### src/hw/rtl/afl_pkg.sv
// Package for the active fault list: shared constants, operation, status and state
// codes, and the per-cell control struct.
// No dependencies.
package afl_pkg;

  localparam int unsigned AFL_LIST_DEPTH   = 16;
  localparam int unsigned AFL_CODE_WIDTH   = 8;
  localparam int unsigned AFL_SOURCE_WIDTH = 8;

  // Port widths fixed by the interface.
  localparam int unsigned OP_W     = 3;
  localparam int unsigned CODE_W   = 8;
  localparam int unsigned SOURCE_W = 8;
  localparam int unsigned TIME_W   = 32;
  localparam int unsigned LINE_W   = 16;
  localparam int unsigned INDEX_W  = 8;
  localparam int unsigned STATUS_W = 3;
  localparam int unsigned COUNT_W  = 5;

  typedef enum logic [OP_W-1:0] {
    OP_SET       = 3'd0,
    OP_CLEAR     = 3'd1,
    OP_CLEAR_ALL = 3'd2,
    OP_READ      = 3'd3,
    OP_ENABLE    = 3'd4,
    OP_DISABLE   = 3'd5
  } afl_op_e;

  typedef enum logic [STATUS_W-1:0] {
    ST_DONE      = 3'd0,
    ST_DUPLICATE = 3'd1,
    ST_FULL      = 3'd2,
    ST_DISABLED  = 3'd3,
    ST_NOT_FOUND = 3'd4
  } afl_status_e;

  typedef enum logic [1:0] {
    FSM_IDLE = 2'b01,
    FSM_EXEC = 2'b10
  } afl_state_e;

  // Commands broadcast to every cell of the chain.
  typedef struct packed {
    logic insert;     // take the entry of the lower neighbor
    logic remove;     // cells at or above the hit take the upper neighbor
    logic clear_all;  // drop every entry
  } afl_cell_ctrl_t;

endpackage

### src/hw/rtl/afl_cell.sv
// One slot of the fault list: holds an entry, compares it with the key and shifts
// toward either neighbor. Depends on afl_pkg.
module afl_cell #(
  parameter int unsigned CODE_WIDTH   = afl_pkg::AFL_CODE_WIDTH,
  parameter int unsigned SOURCE_WIDTH = afl_pkg::AFL_SOURCE_WIDTH
) (
  input  logic                         clk_i,
  input  logic                         rst_ni,
  input  afl_pkg::afl_cell_ctrl_t      ctrl_i,
  input  logic [CODE_WIDTH-1:0]        key_code_i,
  input  logic [SOURCE_WIDTH-1:0]      key_source_i,
  input  logic                         hit_i,
  output logic                         hit_o,
  input  logic                         prev_valid_i,
  input  logic [CODE_WIDTH-1:0]        prev_code_i,
  input  logic [SOURCE_WIDTH-1:0]      prev_source_i,
  input  logic [afl_pkg::TIME_W-1:0]   prev_time_i,
  input  logic [afl_pkg::LINE_W-1:0]   prev_line_i,
  input  logic                         next_valid_i,
  input  logic [CODE_WIDTH-1:0]        next_code_i,
  input  logic [SOURCE_WIDTH-1:0]      next_source_i,
  input  logic [afl_pkg::TIME_W-1:0]   next_time_i,
  input  logic [afl_pkg::LINE_W-1:0]   next_line_i,
  output logic                         valid_o,
  output logic [CODE_WIDTH-1:0]        code_o,
  output logic [SOURCE_WIDTH-1:0]      source_o,
  output logic [afl_pkg::TIME_W-1:0]   time_o,
  output logic [afl_pkg::LINE_W-1:0]   line_o
);
  import afl_pkg::*;

  logic                    valid_q, valid_d;
  logic [CODE_WIDTH-1:0]   code_q, code_d;
  logic [SOURCE_WIDTH-1:0] source_q, source_d;
  logic [TIME_W-1:0]       time_q, time_d;
  logic [LINE_W-1:0]       line_q, line_d;
  logic                    match;

  assign match = valid_q && (code_q == key_code_i) && (source_q == key_source_i);
  // Keys are unique, so the running OR marks every slot at or above the hit.
  assign hit_o = hit_i | match;

  always_comb begin
    valid_d  = valid_q;
    code_d   = code_q;
    source_d = source_q;
    time_d   = time_q;
    line_d   = line_q;
    priority if (ctrl_i.clear_all) begin
      valid_d = 1'b0;
    end else if (ctrl_i.insert) begin
      valid_d  = prev_valid_i;
      code_d   = prev_code_i;
      source_d = prev_source_i;
      time_d   = prev_time_i;
      line_d   = prev_line_i;
    end else if (ctrl_i.remove && hit_o) begin
      valid_d  = next_valid_i;
      code_d   = next_code_i;
      source_d = next_source_i;
      time_d   = next_time_i;
      line_d   = next_line_i;
    end else begin
      // The slot keeps its entry.
    end
  end

  always_ff @(posedge clk_i or negedge rst_ni) begin
    if (!rst_ni) begin
      valid_q <= 1'b0;
    end else begin
      valid_q <= valid_d;
    end
  end

  always_ff @(posedge clk_i) begin
    code_q   <= code_d;
    source_q <= source_d;
    time_q   <= time_d;
    line_q   <= line_d;
  end

  assign valid_o  = valid_q;
  assign code_o   = code_q;
  assign source_o = source_q;
  assign time_o   = time_q;
  assign line_o   = line_q;

endmodule

### src/hw/rtl/active_fault_list_unit.sv
// Top level of the active fault list: command port, sequencer and the chain of
// list cells. Depends on afl_pkg and afl_cell.
//
//   channel  | handshake        | payload
//   ---------+------------------+-------------------------------------------------
//   command  | start, busy      | operation_i fault_code_i source_id_i time_stamp_i
//            |                  | line_tag_i read_index_i
//   result   | done_o (strobe)  | status_o entry_found_o entry_code_o entry_source_o
//            |                  | entry_time_o entry_line_o fault_count_o
//            |                  | none_active_o notify_upstream_o
//
// A command beat is taken when start is high and busy is low. Busy is then high
// for one cycle while the cells compare the key and shift; the result beat shows
// on the next cycle with done_o. A new command may be taken in the cycle the result
// is shown. The receiver cannot stall. Reset empties the list and enables
// detection; stored entries themselves are not cleared.
module active_fault_list_unit #(
  parameter int unsigned LIST_DEPTH   = afl_pkg::AFL_LIST_DEPTH,
  parameter int unsigned CODE_WIDTH   = afl_pkg::AFL_CODE_WIDTH,
  parameter int unsigned SOURCE_WIDTH = afl_pkg::AFL_SOURCE_WIDTH
) (
  input  logic                           clk_i,
  input  logic                           rst_ni,
  input  logic                           start,
  output logic                           busy,
  input  logic [afl_pkg::OP_W-1:0]       operation_i,
  input  logic [afl_pkg::CODE_W-1:0]     fault_code_i,
  input  logic [afl_pkg::SOURCE_W-1:0]   source_id_i,
  input  logic [afl_pkg::TIME_W-1:0]     time_stamp_i,
  input  logic [afl_pkg::LINE_W-1:0]     line_tag_i,
  input  logic [afl_pkg::INDEX_W-1:0]    read_index_i,
  output logic                           done_o,
  output logic [afl_pkg::STATUS_W-1:0]   status_o,
  output logic                           entry_found_o,
  output logic [afl_pkg::CODE_W-1:0]     entry_code_o,
  output logic [afl_pkg::SOURCE_W-1:0]   entry_source_o,
  output logic [afl_pkg::TIME_W-1:0]     entry_time_o,
  output logic [afl_pkg::LINE_W-1:0]     entry_line_o,
  output logic [afl_pkg::COUNT_W-1:0]    fault_count_o,
  output logic                           none_active_o,
  output logic                           notify_upstream_o
);
  import afl_pkg::*;

  localparam int unsigned CNT_W = $clog2(LIST_DEPTH + 1);

  afl_state_e              state_q, state_d;
  logic                    accept;

  // Command captured at the accept edge.
  afl_op_e                 op_q;
  logic [CODE_WIDTH-1:0]   key_code_q;
  logic [SOURCE_WIDTH-1:0] key_source_q;
  logic [TIME_W-1:0]       time_q;
  logic [LINE_W-1:0]       line_q;
  logic [INDEX_W-1:0]      ridx_q;
  logic [CODE_WIDTH+CODE_W-1:0]     code_ext;
  logic [SOURCE_WIDTH+SOURCE_W-1:0] source_ext;

  logic [CNT_W-1:0]        count_q, count_d;
  logic                    en_q, en_d;

  afl_cell_ctrl_t          cell_ctrl;
  logic [LIST_DEPTH:0]     hit_w;
  logic [LIST_DEPTH-1:0]   cell_valid;
  logic [CODE_WIDTH-1:0]   cell_code   [LIST_DEPTH];
  logic [SOURCE_WIDTH-1:0] cell_source [LIST_DEPTH];
  logic [TIME_W-1:0]       cell_time   [LIST_DEPTH];
  logic [LINE_W-1:0]       cell_line   [LIST_DEPTH];
  logic                    any_hit;

  // Read selection.
  logic                    sel_valid;
  logic [CODE_WIDTH-1:0]   sel_code;
  logic [SOURCE_WIDTH-1:0] sel_source;
  logic [TIME_W-1:0]       sel_time;
  logic [LINE_W-1:0]       sel_line;
  logic                    in_range;

  // Result beat.
  logic                    done_q;
  afl_status_e             status_q, status_d;
  logic                    found_q, found_d;
  logic [CODE_WIDTH-1:0]   rd_code_q, rd_code_d;
  logic [SOURCE_WIDTH-1:0] rd_source_q, rd_source_d;
  logic [TIME_W-1:0]       rd_time_q, rd_time_d;
  logic [LINE_W-1:0]       rd_line_q, rd_line_d;
  logic [CNT_W-1:0]        res_count_q;
  logic                    none_q, none_d;
  logic                    notify_q, notify_d;
  logic [CNT_W+COUNT_W-1:0]         cnt_ext;
  logic [CODE_WIDTH+CODE_W-1:0]     out_code_ext;
  logic [SOURCE_WIDTH+SOURCE_W-1:0] out_source_ext;

  assign busy   = (state_q == FSM_EXEC);
  assign accept = start && !busy;

  // Keys are kept in the configured widths, taken from the low port bits.
  assign code_ext   = {{CODE_WIDTH{1'b0}}, fault_code_i};
  assign source_ext = {{SOURCE_WIDTH{1'b0}}, source_id_i};

  always_ff @(posedge clk_i or negedge rst_ni) begin
    if (!rst_ni) begin
      state_q <= FSM_IDLE;
      count_q <= '0;
      en_q    <= 1'b1;
      done_q  <= 1'b0;
    end else begin
      state_q <= state_d;
      count_q <= count_d;
      en_q    <= en_d;
      done_q  <= busy;
    end
  end

  always_ff @(posedge clk_i) begin
    if (accept) begin
      op_q         <= afl_op_e'(operation_i);
      key_code_q   <= code_ext[CODE_WIDTH-1:0];
      key_source_q <= source_ext[SOURCE_WIDTH-1:0];
      time_q       <= time_stamp_i;
      line_q       <= line_tag_i;
      ridx_q       <= read_index_i;
    end
    if (busy) begin
      status_q    <= status_d;
      found_q     <= found_d;
      rd_code_q   <= rd_code_d;
      rd_source_q <= rd_source_d;
      rd_time_q   <= rd_time_d;
      rd_line_q   <= rd_line_d;
      res_count_q <= count_d;
      none_q      <= none_d;
      notify_q    <= notify_d;
    end
  end

  // Cell chain: slot 0 is the newest entry; an insert feeds the command in at slot 0,
  // a removal pulls an empty slot in past the top.
  assign hit_w[0] = 1'b0;
  assign any_hit  = hit_w[LIST_DEPTH];

  for (genvar i = 0; i < LIST_DEPTH; i++) begin : g_cell
    logic                    prev_valid, next_valid;
    logic [CODE_WIDTH-1:0]   prev_code, next_code;
    logic [SOURCE_WIDTH-1:0] prev_source, next_source;
    logic [TIME_W-1:0]       prev_time, next_time;
    logic [LINE_W-1:0]       prev_line, next_line;

    if (i == 0) begin : g_head
      assign prev_valid  = 1'b1;
      assign prev_code   = key_code_q;
      assign prev_source = key_source_q;
      assign prev_time   = time_q;
      assign prev_line   = line_q;
    end else begin : g_body
      assign prev_valid  = cell_valid[i-1];
      assign prev_code   = cell_code[i-1];
      assign prev_source = cell_source[i-1];
      assign prev_time   = cell_time[i-1];
      assign prev_line   = cell_line[i-1];
    end

    if (i == LIST_DEPTH - 1) begin : g_tail
      assign next_valid  = 1'b0;
      assign next_code   = '0;
      assign next_source = '0;
      assign next_time   = '0;
      assign next_line   = '0;
    end else begin : g_inner
      assign next_valid  = cell_valid[i+1];
      assign next_code   = cell_code[i+1];
      assign next_source = cell_source[i+1];
      assign next_time   = cell_time[i+1];
      assign next_line   = cell_line[i+1];
    end

    afl_cell #(
      .CODE_WIDTH   (CODE_WIDTH),
      .SOURCE_WIDTH (SOURCE_WIDTH)
    ) u_cell (
      .clk_i         (clk_i),
      .rst_ni        (rst_ni),
      .ctrl_i        (cell_ctrl),
      .key_code_i    (key_code_q),
      .key_source_i  (key_source_q),
      .hit_i         (hit_w[i]),
      .hit_o         (hit_w[i+1]),
      .prev_valid_i  (prev_valid),
      .prev_code_i   (prev_code),
      .prev_source_i (prev_source),
      .prev_time_i   (prev_time),
      .prev_line_i   (prev_line),
      .next_valid_i  (next_valid),
      .next_code_i   (next_code),
      .next_source_i (next_source),
      .next_time_i   (next_time),
      .next_line_i   (next_line),
      .valid_o       (cell_valid[i]),
      .code_o        (cell_code[i]),
      .source_o      (cell_source[i]),
      .time_o        (cell_time[i]),
      .line_o        (cell_line[i])
    );
  end

  // At most one slot matches the read position, so an OR of the gated slots selects it.
  always_comb begin
    sel_valid  = 1'b0;
    sel_code   = '0;
    sel_source = '0;
    sel_time   = '0;
    sel_line   = '0;
    for (int i = 0; i < LIST_DEPTH; i++) begin
      if (cell_valid[i] && (ridx_q == INDEX_W'(i))) begin
        sel_valid  = 1'b1;
        sel_code   = sel_code | cell_code[i];
        sel_source = sel_source | cell_source[i];
        sel_time   = sel_time | cell_time[i];
        sel_line   = sel_line | cell_line[i];
      end
    end
  end

  assign in_range = ({{CNT_W{1'b0}}, ridx_q} < {{INDEX_W{1'b0}}, count_q});

  always_comb begin
    state_d     = state_q;
    count_d     = count_q;
    en_d        = en_q;
    cell_ctrl   = '0;
    status_d    = ST_DONE;
    found_d     = 1'b0;
    notify_d    = 1'b0;
    rd_code_d   = '0;
    rd_source_d = '0;
    rd_time_d   = '0;
    rd_line_d   = '0;

    unique case (state_q)
      FSM_IDLE: begin
        if (accept) begin
          state_d = FSM_EXEC;
        end
      end
      FSM_EXEC: begin
        state_d = FSM_IDLE;
        unique case (op_q)
          OP_SET: begin
            priority if (!en_q) begin
              status_d = ST_DISABLED;
            end else if (any_hit) begin
              status_d = ST_DUPLICATE;
            end else if (count_q == CNT_W'(LIST_DEPTH)) begin
              status_d = ST_FULL;
            end else begin
              cell_ctrl.insert = 1'b1;
              count_d          = count_q + CNT_W'(1);
              notify_d         = 1'b1;
            end
          end
          OP_CLEAR: begin
            if (any_hit) begin
              cell_ctrl.remove = 1'b1;
              count_d          = count_q - CNT_W'(1);
              notify_d         = 1'b1;
            end else begin
              status_d = ST_NOT_FOUND;
            end
          end
          OP_CLEAR_ALL: begin
            cell_ctrl.clear_all = 1'b1;
            count_d             = '0;
            notify_d            = (count_q != '0);
          end
          OP_READ: begin
            if (in_range && sel_valid) begin
              found_d     = 1'b1;
              rd_code_d   = sel_code;
              rd_source_d = sel_source;
              rd_time_d   = sel_time;
              rd_line_d   = sel_line;
            end else begin
              status_d = ST_NOT_FOUND;
            end
          end
          OP_ENABLE: begin
            en_d = 1'b1;
          end
          OP_DISABLE: begin
            en_d                = 1'b0;
            cell_ctrl.clear_all = 1'b1;
            count_d             = '0;
            notify_d            = (count_q != '0);
          end
          default: begin
            // Unused operation codes leave everything as it is.
          end
        endcase
      end
      default: begin
        state_d = FSM_IDLE;
      end
    endcase
  end

  assign none_d = (count_d == '0) || !en_d;

  // Result fields are narrowed or widened to the fixed port widths.
  assign cnt_ext        = {{COUNT_W{1'b0}}, res_count_q};
  assign out_code_ext   = {{CODE_W{1'b0}}, rd_code_q};
  assign out_source_ext = {{SOURCE_W{1'b0}}, rd_source_q};

  assign done_o            = done_q;
  assign status_o          = status_q;
  assign entry_found_o     = found_q;
  assign entry_code_o      = out_code_ext[CODE_W-1:0];
  assign entry_source_o    = out_source_ext[SOURCE_W-1:0];
  assign entry_time_o      = rd_time_q;
  assign entry_line_o      = rd_line_q;
  assign fault_count_o     = (cnt_ext > (CNT_W + COUNT_W)'(31)) ? COUNT_W'(31)
                                                                 : cnt_ext[COUNT_W-1:0];
  assign none_active_o     = none_q;
  assign notify_upstream_o = notify_q;

  // The list stays packed: the count always equals the number of occupied slots.
  a_count_matches_valid: assert property (@(posedge clk_i) disable iff (!rst_ni)
    $countones(cell_valid) == int'(count_q))
    else $error("fault count differs from occupied slots");

  // Occupied slots form a prefix starting at the head.
  a_list_packed: assert property (@(posedge clk_i) disable iff (!rst_ni)
    ((cell_valid & (cell_valid + LIST_DEPTH'(1))) == '0))
    else $error("fault list has a gap");

  // Busy always drops again in the cycle after it is raised.
  a_exec_one_cycle: assert property (@(posedge clk_i) disable iff (!rst_ni)
    busy |=> !busy)
    else $error("execution lasted more than one cycle");

  // A result beat appears in the cycle after execution.
  a_done_after_exec: assert property (@(posedge clk_i) disable iff (!rst_ni)
    busy |=> done_o)
    else $error("result beat missing after execution");

  // Detection disabled implies an empty list.
  a_disabled_empty: assert property (@(posedge clk_i) disable iff (!rst_ni)
    !en_q |-> (count_q == '0))
    else $error("faults held while detection is disabled");

endmodule
### config.mk
export PLATFORM = sky130hd
export DESIGN_NAME = active_fault_list_unit
export DESIGN_NICKNAME = d
export VERILOG_FILES = /design/src/hw/rtl/afl_pkg.sv /design/src/hw/rtl/afl_cell.sv /design/src/hw/rtl/active_fault_list_unit.sv
export SDC_FILE = /design/constraint.sdc
export NUM_CORES = 2
export LEC_CHECK = 0
export ABC_CLOCK_PERIOD_IN_PS = 19110
export BUFFER_PORTS_ARGS = -buffer_cell sky130_fd_sc_hd__buf_4
export CAP_MARGIN = 40
export CORE_UTILIZATION = 60
export DETAILED_ROUTE_END_ITERATION = 7
export MAX_ROUTING_LAYER = met4
export PLACE_DENSITY = 0.82
export SETUP_SLACK_MARGIN = 0.2
export SYNTH_ARGS = -nofsm -noshare
export SYNTH_HDL_FRONTEND = slang
export SYNTH_SLANG_ARGS = --single-unit
### constraint.sdc
create_clock -name clk_i -period 19.11 [get_ports clk_i]
set_input_delay 3.822 -clock clk_i [delete_from_list [all_inputs] [get_ports clk_i]]
set_output_delay 3.822 -clock clk_i [all_outputs]
set_load 0.005 [all_outputs]
-- Word-level counts from Yosys, hierarchy flattened
Index checks and enable logic that the tools add are counted.
- input port bits: 78
- output and inout port bits: 77
- register bits: 1199
- logic and storage cells: 640
- bitwise logic cells: 76
- mux-type cells: 282
- reduce and logical (&&, ||, !) cells: 123
- eq/ne operators: 56
- magnitude comparators: 2
- $add $sub $neg: 2
- operators with widths (kind ; number):
    $mux W32 ; 48
    $mux W16 ; 48
    $mux W8 ; 95
    $or A32 B32 Y32 ; 15
    $eq A8 B8 Y1 ; 32
    $or A16 B16 Y16 ; 15
    $or A8 B8 Y8 ; 30
    $mux W1 ; 73
    $logic_and A1 B1 Y1 ; 66
    $eq A8 B4 Y1 const B ; 8
    $reduce_bool A3 Y1 ; 16
    $reduce_and A2 Y1 ; 17
    $eq A8 B3 Y1 const B ; 4
    $reduce_bool A2 Y1 ; 16
    $mux W5 ; 6
    $eq A8 B2 Y1 const B ; 2
    $or A1 B1 Y1 ; 15
    $pmux W5 S3 ; 1
    $mux W2 ; 5
    $mux W3 ; 3
    $pmux W3 S3 ; 1
    $eq A8 B1 Y1 const B ; 1
    $logic_not A8 Y1 ; 1
    $lt A8 B5 Y1 ; 1
    other kinds (19) ; 22

-- Longest topological paths before layout
- word-level depth: 33
- gate-level depth with buffers: 15
- mapped depth without buffers: 10

-- By module
From an unflattened synthesis, not the netlist that was laid out.
- cell total of the unflattened synthesis: 4113
- area, all modules: 60000.0 µm²
- modules (own cells, without submodules) (module ; area each (µm²) ; seq. area each (µm²) ; instances ; cells an instance):
    afl_cell ; 2945.3 ; 1946.9 ; 16 ; 166
    active_fault_list_unit ; 12874.8 ; 4732.0 ; 1 ; 1457

-- Worst setup path before layout
No wires, ideal clock.
- path type: reg-to-reg
- start: register state_q[0]
- end: register g_cell[0].u_cell.code_q[0] (enable)
- data required time: 18531 ps
- arrival: 8503 ps
- setup slack: 10027 ps
- library setup time: 579 ps
- stages on the path, launching flop included: 7
- period minus slack after synthesis: 9083 ps
- buffers on the path: 1
- cell sequence: dfstp_2 -> nor2b_1 -> clkbuf_1 -> o21ai_0 -> nor2_1 -> o21ai_0 -> o21ai_0
- word-level cells in the longest chain between the ends: 5
- elaborated cells between the ends (all ways): 6
- those cells by class: eq/ne: 1; mux: 1; bitwise: 1; reduce/logical: 3
- RTL lines (element ; line ; text):
    start: declaration ; active_fault_list_unit.sv:47 ; afl_state_e state_q, state_d;
    start signal: assignment ; active_fault_list_unit.sv:109 ; state_q <= state_d;
    $eq A2 B2 Y1 * ; n/a ;
    via busy ; active_fault_list_unit.sv:25 ; output logic busy,
    $mux W3 * ; active_fault_list_unit.sv:240 ; unique case (state_q)
    $logic_and A1 B1 Y1 ; afl_cell.sv:57 ; end else if (ctrl_i.remove && hit_o) begin
    $reduce_bool A2 Y1 (no source line) ; n/a ;
    $reduce_and A2 Y1 (no source line) * ; n/a ;
    end signal: assignment ; afl_cell.sv:77 ; code_q <= code_d;
    end: declaration ; afl_cell.sv:33 ; logic [CODE_WIDTH-1:0] code_q, code_d;
The timed path passes the listed nets; every way through them passes the cells marked *.
A chain may end at the register's enable or synchronous reset.

-- Worst setup path in the final report
- start: register key_source_q[1], in the netlist g_cell[0].prev_source[1]
- end: register g_cell[14].u_cell.line_q[4], data pin
- word-level cells in the longest chain between the ends: 22
- elaborated cells between the ends (all ways): 52
- those cells by class: eq/ne: 16; mux: 5; bitwise: 15; reduce/logical: 16
- RTL lines (element ; line ; text):
    start: declaration ; active_fault_list_unit.sv:53 ; logic [SOURCE_WIDTH-1:0] key_source_q;
    start signal: assignment ; active_fault_list_unit.sv:120 ; key_source_q <= source_ext[SOURCE_WIDTH-1:0];
    $eq A8 B8 Y1 ; afl_cell.sv:39 ; assign match = valid_q && (code_q == key_code_i) && (source_q == key_source_i);
    $logic_and A1 B1 Y1 ; afl_cell.sv:39 ;
    $or A1 B1 Y1 (14 in series) ; afl_cell.sv:41 ; assign hit_o = hit_i | match;
    $or A1 B1 Y1 * ; afl_cell.sv:41 ;
    $mux W1 * ; active_fault_list_unit.sv:252 ; end else if (any_hit) begin
    $mux W1 * ; active_fault_list_unit.sv:250 ; priority if (!en_q) begin
    $mux W1 * ; active_fault_list_unit.sv:248 ; unique case (op_q)
    $mux W3 * ; active_fault_list_unit.sv:240 ;
    $mux W16 * ; afl_cell.sv:51 ; end else if (ctrl_i.insert) begin
    end signal: assignment ; afl_cell.sv:80 ; line_q <= line_d;
    end: declaration ; afl_cell.sv:36 ; logic [LINE_W-1:0] line_q, line_d;
Mark *: on every way between the ends. The rest lies on a longest branch, timed or not.

==> results.txt <==
- RR Startpoint: g_cell[0].prev_source[1]
* Most instantiated flip-flop cell in the synthesis netlist: edfxtp_1
- For this run, the number of Yosys warnings is 0.
- Power density relative to cell area: between 80 and 90 mW/mm2
- After floorplanning, the core was divided into around 110 placement rows.
* Worst skew pair latency: 0.77 ns
* Buffer depth of the longest clock path: 3
- The worst setup path is of the reg2reg kind.
* Static leakage power: 22.4 nW
- Initial Utilization: about 61%
* Cell breakdown of the critical path: buf_4, xor2_1, or4_1, or4_1, o22ai_1, nor4_4, nand3_2, or2_4, buf_4, buf_12, buf_12, mux2_1
- After detailed routing, the met2 layer carries 90700 um of wire.
* Share of the core filled with cells: 67.4%
- TritonCTS clock tree: done
* Proportion of power drawn by combinational gates: 3.1%
- The endpoint identified for the worst register-to-register timing path is g_cell[14].u_cell.line_o[4].
- Headroom to the max-slew limit came out at 29.9%.
- Wire length of the first global-routing pass: 296000 um
- The library cell used most frequently in the layout, excluding fill and tap cells, is edfxtp_1.
- Data on the critical path is required at its endpoint by 19.59 ns.
- The initial antenna violation count is 4.
* Synth Net Count: between 4000 and 5000
- Before antenna repair, the detailed router went through 7 iterations.
* Detailed Place HPWL: 127000 um
- Data arrives at the worst endpoint at slightly below 7 ns.
- Die outline area: 0.100 mm2
* Number of synthesized register bits: 1199
- Average size of a mapped cell: 12.9 um2
* TritonCTS Buffers: ~120
- Yosys mapped a number of flops with a built-in enable equal to around 1200.
- Chip width: 317 um
- For this block, wires on met1 add up to ~74000 um.
- Of the available clock period, the critical path in the final layout requires roughly a third.
* Startpoint types: register
* Highest layer used for signal routing: met4
- Iter 0 DRT Violations: 7547
- Vias: between 40000 and 50000
* Post-Synthesis Cells: 4598
- Detailed-route DRC error count: 0
- Final min period: 6.41 ns
- After synthesis, the share of flip-flops with an asynchronous set or reset is roughly 2.1%.
* Total length of routed met3 wires: a little over 30000 um
* Status: completed
* Largest vdd supply drop: 0.0867 mV
* Buffers inserted during post-CTS setup optimization: 0
- In the final layout, the share of cells above drive strength 1 is 13.7%.
- The worst hold path terminates at state_q[0].
* Clk Tree Root Cell: clkbuf_16
- In this run, placement finished with an instance count of 5820.
- Startpoint of the lowest-slack hold path: state_q[1]
- Hold depth: 1
* Number of distinct standard cells referenced by the synthesized netlist: between 70 and 80
- Worst path max stage delay: around 0.83 ns
- The library cells used most frequently in the layout, excluding fill and tap cells, are 1174 x edfxtp_1, 1043 x nand2_1, 465 x mux2_1.
* Internal power consumption: 4.20 mW
* Number of standard cells in the final layout excluding fillers: 6047
- RSZ-0062 raised after global routing: no
- For this run, the total global-route usage over all layers was measured as 42.8%.
- The via count of the first global-routing pass is 42041.
- Counting cells, the worst reg-to-reg path comes to 12.
- R2R setup slack: around 13 ns
- After clock tree synthesis, the clock-pin slew on the worst setup and hold paths is around 0.060 ns.
- Synth-to-layout area growth: 10.4%
- DR vias/cell: 7.19
- Capturing element type of the critical path: register
* Switching Share: 21.9%
* Number of failing setup endpoints in the final timing report: 0
* Sequential cell area fraction in the yosys report: 60.5%
- Placer's final routability congestion estimate: roughly 1.1
- For this block, the routed nets add up to 209000 um of wire.
- Per report_power, the clock group accounts for 43.0% of the total.
- Counting buffers and inverters, the worst setup path is 12 cells deep.
* Hold Crit Class: reg2reg
- Master of the slowest instance on the critical path: edfxtp_1
* Clock skew: 0.0458 ns
- Derived from the worst setup path, the maximum achievable clock frequency is roughly 160 MHz.
- Die boundary height: 317 um
- The critical path contains buffers and inverters numbering 4 combined.
- The number of gates resized after CTS was 0.
* Final ANT Viol Nets: 0
* Number of max-cap violations: 0
- Layout Nets: 4748
* Buffers added on ports: 154
- Core region area: around 0.097 mm2
* Least-Margin Pin Slew: 1.05 ns
* Sequential fraction of design power: 53.9%
- The mapped netlist covers just under 0.06 mm2.
- Number of sinks on the clock net: roughly 1200
* Total congestion overflow after global routing: 0
- Setup Total Neg Slack: 0 ns
- Top delay family on crit path: buffers and inverters
- In the final routed layout, each cell accounts on average for between 30 and 40 um.
* # IOs: 155
- Switching pwr: 1.18 mW
* Maximum fanout count along the critical path: 149
- Total of hold buffers inserted after clock tree synthesis: 0
* H-tree lvl count: 3
- Maximum number of pins on one net before global-route repair: 194
* Final Slew Violations: 0
* Count of final hold-check violations: 0
sequential cells by signal (all words and copies together) (netlist names), 16 cells and up:
signal,flops
entry_line_o,16
g_cell.u_cell.source_o,128
g_cell.prev_line,16
g_cell.u_cell.time_o,512
g_cell.u_cell.valid_o,16
entry_time_o,32
g_cell.u_cell.line_o,256
g_cell.u_cell.code_o,128
g_cell.prev_time,32
final cells by class:
type,instances,area (um2)
flip-flops and latches,1199,35900
fillers,6752,31700
multi-input cells,3067,21800
clock buffers,138,3010
repair buffers,264,2420
well taps,1276,1600
clock inverters,79,731
inverters,15,61.3
diodes,9,22.5
layer usage:
| layer | vias up | global-route usage, % |
|---|---|---|
| met5 | - | - |
| met4 | 0 | 20.8 |
| met3 | 828 | 12.2 |
| met2 | 3786 | 61.0 |
| met1 | 21328 | 56.2 |
| li1 | 17551 | - |
worst max path at each step:
stage	to	slack [ns]	startpoint
global route	g_cell[14].u_cell.line_o[6]	12.63	g_cell[0].prev_source[1]
finish	g_cell[14].u_cell.line_o[4]	12.70	g_cell[0].prev_source[1]
global placement	g_cell[1].u_cell.line_o[1]	11.99	g_cell[0].prev_source[2]
CTS	g_cell[14].u_cell.line_o[6]	12.91	g_cell[0].prev_source[1]
detailed placement	g_cell[14].u_cell.time_o[29]	12.89	g_cell[0].prev_source[1]
floorplan	g_cell[0].u_cell.code_o[0]	10.03	state_q[0]
cells by family (layout without fill, tap and decap cells):
logic type | count (synthesis) | after routing | share of synthesized area (%)
mux | 659 | 659 | 12.5
xor+xnor | 259 | 259 | 3.82
buf+inv | 332 | 496 | 3.12
other cells | 0 | 9 | 0
flops | 1199 | 1199 | 60.5
compound gates | 642 | 642 | 8.73
simple gates | 1501 | 1501 | 11.3
fa+ha+maj | 6 | 6 | 0.126
metrics by stage:
step	setup slack (ns)	total power [mW]	instance area [um2]	hold slack (ns)
5_1_grt	12.63	5.47	65500	0.537
3_5_place_dp	12.89	3.11	61700	0.505
6_report	12.70	5.38	65500	0.501
4_1_cts	12.91	5.37	65500	0.517
2_1_floorplan	10.03	3.04	59300	0.443
3_3_place_gp	11.99	3.11	61200	0.464
Yosys cell counts (4+ instances only):
library cell,count,area [um2]
a22o_1,163,1430
mux2_2,169,1900
a21oi_1,9,45.0
buf_2,65,325
o22a_1,4,35.0
xor2_1,76,666
clkbuf_1,130,488
dfrtp_1,23,576
a21oi_2,7,61.3
buf_6,58,653
ha_1,6,75.1
nor4bb_1,5,50.1
nor2_1,61,229
or4_1,31,233
nand2_1,1045,3920
o21a_1,4,30.0
nand4_1,82,513
a31oi_1,53,332
o21ai_1,4,20.0
and2_1,66,413
nor3_1,31,155
nand3_1,38,190
or2_2,4,25.0
xnor2_1,183,1600
a221oi_1,161,1410
edfxtp_1,1174,35300
mux2i_1,25,250
o21ai_0,12,60.1
mux2_1,465,5240
inv_1,15,56.3
a22oi_1,197,1480
buf_4,21,158
nand2b_1,8,50.1
nor3b_1,7,52.6
or3_1,6,37.5
nor4_1,21,131
buf_1,42,158
nor2b_1,5,31.3
and3_1,66,413
nand4b_1,6,52.6
power groups by stage:
stage,clock [mW],combinational [mW],sequential (mW)
detailed placement,0,0.163,2.95
floorplan,0,0.0987,2.94
CTS,2.31,0.164,2.90
global route,2.40,0.175,2.90
global placement,0,0.152,2.95
finish,2.31,0.168,2.90
Power figures use the tool's default switching activity.
